--- src/sv/ieac_pkg.sv ---
package ieac_pkg;

  typedef logic [2:0][7:0] rgb_t;

  localparam logic [3:0] INK_COPY   = 4'd0;
  localparam logic [3:0] INK_BLEND  = 4'd1;
  localparam logic [3:0] INK_ADD    = 4'd2;
  localparam logic [3:0] INK_SUB    = 4'd3;
  localparam logic [3:0] INK_INVERT = 4'd4;
  localparam logic [3:0] INK_MONO   = 4'd5;
  localparam logic [3:0] INK_XOR    = 4'd6;
  localparam logic [3:0] INK_AND    = 4'd7;
  localparam logic [3:0] INK_OR     = 4'd8;

  localparam logic [0:0] REG_INK_OP      = 1'd0;
  localparam logic [0:0] REG_BLEND_LEVEL = 1'd1;

  localparam logic [7:0] CHAN_MAX = 8'hFF;

  // quotient bits of the color division, one restoring step per stage
  localparam int DIV_STEPS = 8;

  // x / 255 for x below 65280, exact
  function automatic logic [7:0] div255(logic [15:0] x);
    logic [16:0] t;
    t = 17'(x) + 17'd1 + 17'(x[15:8]);
    return t[15:8];
  endfunction

endpackage

--- src/sv/ieac_ink.sv ---
module ieac_ink (
  input  logic [3:0]    op_i,
  input  ieac_pkg::rgb_t src_i,
  input  ieac_pkg::rgb_t dst_i,
  output ieac_pkg::rgb_t ink_o
);

  always_comb begin
    logic [9:0]  sum;
    logic [19:0] prod;
    logic [8:0]  add;
    logic [7:0]  mono;
    sum  = 10'(src_i[0]) + 10'(src_i[1]) + 10'(src_i[2]);
    // sum / 3 through the reciprocal 683 / 2048
    prod = 20'(sum) * 20'd683;
    mono = prod[18:11];
    for (int i = 0; i < 3; i++) begin
      add = 9'(src_i[i]) + 9'(dst_i[i]);
      unique case (op_i)
        ieac_pkg::INK_ADD:    ink_o[i] = add[8] ? ieac_pkg::CHAN_MAX : add[7:0];
        ieac_pkg::INK_SUB:    ink_o[i] = (dst_i[i] > src_i[i]) ? dst_i[i] - src_i[i] : 8'd0;
        ieac_pkg::INK_INVERT: ink_o[i] = ieac_pkg::CHAN_MAX - src_i[i];
        ieac_pkg::INK_MONO:   ink_o[i] = mono;
        ieac_pkg::INK_XOR:    ink_o[i] = src_i[i] ^ dst_i[i];
        ieac_pkg::INK_AND:    ink_o[i] = src_i[i] & dst_i[i];
        ieac_pkg::INK_OR:     ink_o[i] = src_i[i] | dst_i[i];
        default:              ink_o[i] = src_i[i];
      endcase
    end
  end

endmodule

--- src/sv/ink_effect_alpha_compositor_unit.sv ---
// channel   direction  signals                      word
// s_axis    in         tvalid tready tdata[63:0]    source and destination pixel
// m_axis    out        tvalid tready tdata[31:0]    composited pixel
// cfg       in         cfg_we_i cfg_idx_i cfg_wdata_i  register write, no read-back
//
// one pixel per clock sustained while the output is not stalled; stages in order: ink effect and alpha scale,
// products, numerators and weight, then 8 restoring divide stages (one bit each)
// rst_ni clears all stage valid bits and loads ink_op = copy, blend_level = 255
// each stage holds its word while the one after it is full and stalled, so
// the input keeps taking words as long as any stage down the line is empty
module ink_effect_alpha_compositor_unit (
  input  logic        clk_i,
  input  logic        rst_ni,
  input  logic        s_axis_tvalid,
  output logic        s_axis_tready,
  // src_red, src_green, src_blue, src_alpha, dst_red, dst_green, dst_blue, dst_alpha
  input  logic [63:0] s_axis_tdata,
  output logic        m_axis_tvalid,
  input  logic        m_axis_tready,
  // out_red, out_green, out_blue, out_alpha
  output logic [31:0] m_axis_tdata,
  input  logic        cfg_we_i,
  input  logic [0:0]  cfg_idx_i,
  input  logic [7:0]  cfg_wdata_i
);

  localparam int DIV = ieac_pkg::DIV_STEPS;
  localparam int NST = 3 + DIV;

  // configuration
  logic [3:0] ink_op_q;
  logic [7:0] blend_level_q;

  always_ff @(posedge clk_i or negedge rst_ni) begin
    if (!rst_ni) begin
      ink_op_q      <= ieac_pkg::INK_COPY;
      blend_level_q <= ieac_pkg::CHAN_MAX;
    end else if (cfg_we_i) begin
      unique case (cfg_idx_i)
        ieac_pkg::REG_INK_OP:      ink_op_q      <= cfg_wdata_i[3:0];
        ieac_pkg::REG_BLEND_LEVEL: blend_level_q <= cfg_wdata_i;
        default: ;
      endcase
    end
  end

  // stage handshake: a stage moves when it is empty or the next one moves
  logic [NST-1:0] v_q;
  logic [NST-1:0] en;

  always_comb begin
    logic rdy;
    rdy = m_axis_tready;
    for (int k = NST - 1; k >= 0; k--) begin
      en[k] = !v_q[k] || rdy;
      rdy   = en[k];
    end
  end

  assign s_axis_tready = en[0];

  always_ff @(posedge clk_i or negedge rst_ni) begin
    if (!rst_ni) begin
      v_q <= '0;
    end else begin
      if (en[0]) v_q[0] <= s_axis_tvalid;
      for (int k = 1; k < NST; k++) begin
        if (en[k]) v_q[k] <= v_q[k-1];
      end
    end
  end

  // stage 1: ink effect, source alpha scaled by the blend level in blend mode
  ieac_pkg::rgb_t src, dst, ink;
  logic [7:0]  sa_in, da_in, sa_eff;
  logic [15:0] sa_prod;

  assign src     = s_axis_tdata[23:0];
  assign sa_in   = s_axis_tdata[31:24];
  assign dst     = s_axis_tdata[55:32];
  assign da_in   = s_axis_tdata[63:56];
  assign sa_prod = 16'(sa_in) * 16'(blend_level_q);
  assign sa_eff  = (ink_op_q == ieac_pkg::INK_BLEND) ? ieac_pkg::div255(sa_prod) : sa_in;

  ieac_ink u_ink (
    .op_i  (ink_op_q),
    .src_i (src),
    .dst_i (dst),
    .ink_o (ink)
  );

  ieac_pkg::rgb_t c1_q, d1_q;
  logic [7:0] sa1_q, da1_q;

  always_ff @(posedge clk_i) begin
    if (en[0]) begin
      c1_q  <= ink;
      d1_q  <= dst;
      sa1_q <= sa_eff;
      da1_q <= da_in;
    end
  end

  // stage 2: color times source alpha, destination alpha times the rest
  logic [2:0][15:0] ps_d, ps2_q;
  logic [15:0] pd_d, pd2_q;
  ieac_pkg::rgb_t d2_q;
  logic [7:0] sa2_q;

  always_comb begin
    for (int i = 0; i < 3; i++) ps_d[i] = 16'(c1_q[i]) * 16'(sa1_q);
    pd_d = 16'(da1_q) * 16'(ieac_pkg::CHAN_MAX - sa1_q);
  end

  always_ff @(posedge clk_i) begin
    if (en[1]) begin
      ps2_q <= ps_d;
      pd2_q <= pd_d;
      d2_q  <= d1_q;
      sa2_q <= sa1_q;
    end
  end

  // stage 3: numerators, weight and result alpha
  logic [2:0][23:0] num_d, num3_q;
  logic [16:0] w_sum;
  logic [15:0] w_d, w3_q;
  logic [7:0]  a3_q;
  logic        z3_q;

  always_comb begin
    logic [24:0] t;
    for (int i = 0; i < 3; i++) begin
      t = (25'(ps2_q[i]) << 8) - 25'(ps2_q[i]) + 25'(24'(d2_q[i]) * 24'(pd2_q));
      num_d[i] = t[23:0];
    end
    w_sum = (17'(sa2_q) << 8) - 17'(sa2_q) + 17'(pd2_q);
    w_d   = w_sum[15:0];
  end

  always_ff @(posedge clk_i) begin
    if (en[2]) begin
      num3_q <= num_d;
      w3_q   <= w_d;
      a3_q   <= ieac_pkg::div255(w_d);
      z3_q   <= (w_d == 16'd0);
    end
  end

  // restoring divide, quotient msb first, one bit per stage
  logic [2:0][23:0] rem_q [DIV];
  logic [2:0][23:0] rem_d [DIV];
  logic [2:0][7:0]  quo_q [DIV];
  logic [2:0][7:0]  quo_d [DIV];
  logic [15:0]      w_q   [DIV];
  logic [7:0]       a_q   [DIV];
  logic             z_q   [DIV];

  always_comb begin
    logic [2:0][23:0] rem_in;
    logic [2:0][7:0]  quo_in;
    logic [15:0]      w_in;
    logic             z_in;
    logic [24:0]      diff;
    logic             bit_ok;
    for (int j = 0; j < DIV; j++) begin
      if (j == 0) begin
        rem_in = num3_q;
        quo_in = '0;
        w_in   = w3_q;
        z_in   = z3_q;
      end else begin
        rem_in = rem_q[j-1];
        quo_in = quo_q[j-1];
        w_in   = w_q[j-1];
        z_in   = z_q[j-1];
      end
      for (int i = 0; i < 3; i++) begin
        diff   = {1'b0, rem_in[i]} - (25'(w_in) << (DIV - 1 - j));
        bit_ok = !diff[24];
        rem_d[j][i] = bit_ok ? diff[23:0] : rem_in[i];
        // zero weight gives zero color
        if (j == DIV - 1 && z_in) quo_d[j][i] = '0;
        else                      quo_d[j][i] = {quo_in[i][6:0], bit_ok};
      end
    end
  end

  always_ff @(posedge clk_i) begin
    for (int j = 0; j < DIV; j++) begin
      if (en[3+j]) begin
        rem_q[j] <= rem_d[j];
        quo_q[j] <= quo_d[j];
        w_q[j]   <= (j == 0) ? w3_q : w_q[j-1];
        a_q[j]   <= (j == 0) ? a3_q : a_q[j-1];
        z_q[j]   <= (j == 0) ? z3_q : z_q[j-1];
      end
    end
  end

  assign m_axis_tvalid = v_q[NST-1];
  assign m_axis_tdata  = {a_q[DIV-1], quo_q[DIV-1][2], quo_q[DIV-1][1], quo_q[DIV-1][0]};

endmodule

--- config.mk ---
export PLATFORM = sky130hd
export DESIGN_NAME = ink_effect_alpha_compositor_unit
export DESIGN_NICKNAME = d
export VERILOG_FILES = /design/src/sv/ieac_pkg.sv /design/src/sv/ieac_ink.sv /design/src/sv/ink_effect_alpha_compositor_unit.sv
export SDC_FILE = /design/constraint.sdc
export NUM_CORES = 2
export LEC_CHECK = 0
export ABC_CLOCK_PERIOD_IN_PS = 30500
export BUFFER_PORTS_ARGS = -buffer_cell sky130_fd_sc_hd__buf_4
export CAP_MARGIN = 0
export CORE_MARGIN = 3
export CORE_UTILIZATION = 45
export CTS_CLUSTER_SIZE = 25
export DETAILED_ROUTE_END_ITERATION = 8
export SLEW_MARGIN = 25
export SYNTH_ARGS = -nofsm -noshare
export SYNTH_HDL_FRONTEND = slang
export SYNTH_SLANG_ARGS = --single-unit
--- constraint.sdc ---
create_clock -name clk_i -period 30.5 [get_ports clk_i]
set_input_delay 9.15 -clock clk_i [delete_from_list [all_inputs] [get_ports clk_i]]
set_output_delay 9.15 -clock clk_i [all_outputs]
set_load 0.03 [all_outputs]
==> flow_metrics.py <==
metrics = {
    "global_routing": {
        "grt_max_degree": 71,
        "grt_pass1_wl_um": 334000,
        "overflow": 0,
        "grt_pass1_vias": 59800,
        "antenna_found_initial": 1,
        "grt_use_total_pct": 21.5,
    },
    "worst_setup_path": {
        "end_kind": "output pin",
        "reg2regPathDepth": 24,
        "crit_fanout": 36,
        "crit_type": "in2out",
        "required_ns": 21.35,
        "crit_arrival_ns": 12.33,
        "startpoint_type": "input pin",
    },
    "synthesis": {
        "async_flop_share_pct": 2.14,
        "ys_types": 101,
        "synth_top_cell_by_area": "edfxtp_1",
        "ys_seq_area_share_pct": 37.6,
        "synth_ff_type": "edfxtp_1",
        "synth_edf_count": 1052,
        "synth_top_family_by_area": "adder cells",
        "synth_xor_area_share_pct": 4.73,
        "syn_inst": 8035,
        "synth_nets": 9602,
        "synth_common_cells": "edfxtp_1 (1052), inv_1 (1007), ha_1 (921)",
        "ys_seq_elements": 1075,
        "netlist_area_um2": 85500,
        "yosys_warnings": 0,
        "synth_fa_ha_area_share_pct": 26.8,
        "synth-compound-area-share_pct": 10.6,
        "yosysTopAreaCellShare_pct": 36.9,
        "avgSynthCellArea_um2": 10.6,
        "yosysMostFrequentCell": "edfxtp_1",
        "synth_mux_area_share_pct": 2.13,
        "synth_simple_gate_area_share_pct": 12.6,
        "synth.area.top_cells": "edfxtp_1 (37%), ha_1 (13%), fa_1 (13%)",
    },
    "routing": {
        "avgRoutedWirePerCell_um": 19.5,
        "drt.antenna.violating_nets": 0,
        "vias_per_cell": 5.39,
        "remaining_drc_errors": 0,
        "finalWirelength_um": 209000,
        "vias": 57900,
        "drt_iter0_markers": 3212,
        "drt_pass1_iterations": 8,
    },
    "cells_and_area": {
        "area_growth_pct": 8.90,
        "final_cells": 10700,
        "nNetsFinal": 9697,
        "drive_gt1_share_pct": 7.12,
    },
    "worst_hold_path": {
        "hp-class": "reg2reg",
        "holdPathStages": 0,
    },
    "sta": {
        "rsz0062_at_grt": "false",
        "fin_tns_setup_ns": 0,
        "setup_viol": 0,
        "period_share_pct": 70.4,
        "finalHoldViolations": 0,
        "finClkSkew_ns": 0.0485,
        "period_minus_slack_ns": 21.48,
        "fmax_mhz": 46.6,
        "tightest_slew_ns": 1.03,
        "maxSlewViolCount": 0,
        "slew_headroom_pct": 31.1,
    },
    "die": {
        "dieHeight_um": 442,
        "core_um2": 188000,
        "start_util_pct": 45.4,
        "dieArea_um2": 195000,
        "io_pins": 112,
        "rows": 159,
        "die_w_um": 442,
    },
    "clock_tree": {
        "cts.htree.levels": 3,
        "post_cts_buffers": 0,
        "postCtsHoldBufs": 0,
        "ctsResizeCount": 0,
        "cts_buffers": 120,
        "worstSkewPairLatency_ns": 0.78,
        "cts_tree": "yes",
        "clockBufferDepth": 3,
        "cts.reportedPaths.clkPinSlew_ns": 0.06,
        "cts-root-buf": "clkbuf_16",
        "cts.sinks": 1075,
    },
    "place": {
        "dp_cells": 10500,
        "globalplace.congestion": 0.917,
        "dp_hpwl_um": 166000,
        "portBuffers": 111,
    },
    "flow_run": {
        "cap_violations": 0,
    },
    "outcome": {
        "outcome": "completed",
    },
}
area by class of cell:
type | count | area [um2]
antenna | 1 | 2.50
clock buffer | 143 | 3130
clock inverter | 85 | 851
fill | 17000 | 95300
inverter | 1011 | 3800
multi-input combinational | 5745 | 48700
sequential | 1075 | 32200
tap | 2495 | 3120
timing repair buffer | 177 | 1330
sequential cells by signal, indices dropped and copies added, names as in the netlist, 48 cells and up:
signal	count
rem_q	504
w_q	112
a_q	64
quo_q	108
num3_q	72
ps2_q	48
layout by cell type, fill, tap and decap left out, types with 37 or more instances in the layout:
master / instances
a21o_1: 113
o21ai_0: 334
and2_1: 293
clkbuf_16: 122
nor3_1: 142
nor2b_1: 162
a21oi_1: 395
o21a_1: 102
edfxtp_1: 1052
buf_4: 177
a211oi_1: 49
nand2_1: 719
nand2b_1: 130
nand3_1: 91
inv_1: 1003
xnor2_1: 305
o31ai_1: 37
ha_1: 921
a31oi_1: 44
xor2_1: 154
nor2_1: 443
mux2_2: 133
or3_1: 37
fa_1: 568
critical path, stage by stage:
cell     delay [ns]
buf_4          0.11
nor2b_1        0.45
nand2_4        0.28
nor2_1         0.53
nand3_4        0.50
nor2_1         0.69
nand4_1        0.17
buf_4          0.24
buf_4          0.19
per-layer routing:
layer / vias to the layer above / wire length (um) / GRT usage [%] / part of all wire (%)
met4: 0 / 8580 / 8.72 / 4.1
li1: 28000 / - / - / -
met3: 367 / 7480 / 2.40 / 3.6
met2: 1214 / 106000 / 38.8 / 51
met1: 28400 / 86800 / 26.1 / 41
met5: - / 0 / 0 / 0
final timing paths:
path / to / startpoint / slack (ns)
max: s_axis_tready / m_axis_tready / 9.02
min: rem_q[0][24] / num3_q[24] / 0.38
max reg2reg: sa1_q[7] / blend_level_q[7] / 23.84
min reg2reg: rem_q[0][24] / num3_q[24] / 0.38
max in group asynchronous: blend_level_q[2] / rst_ni / 21.85
min in group asynchronous: v_q[5] / rst_ni / 8.31
metrics by stage:
step,worst slack [ns],util (%),hold slack (ns),instance area (um2)
detailed placement,8.92,47.3,0.405,89100
CTS,8.92,49.4,0.365,93100
floorplan,3.51,-,0.400,85500
finish,9.02,49.4,0.377,93100
global route,8.72,49.4,0.364,93100
global placement,9.03,47.3,0.400,89100
cell families (layout without fill, tap and decap cells):
kind of cell,after synthesis,count (layout)
other,0,1
DFF,1075,1075
buffers and inverters,1215,1416
AOI/OAI and AO/OA,1416,1416
adders and majority gates,1489,1489
muxes,164,164
and+or+nand+nor,2216,2216
xor gates and xnor gates,460,460
Power is left out: the tool's default activity adds up to more than one toggle a clock period on the data nets, which glitch-free logic cannot reach.
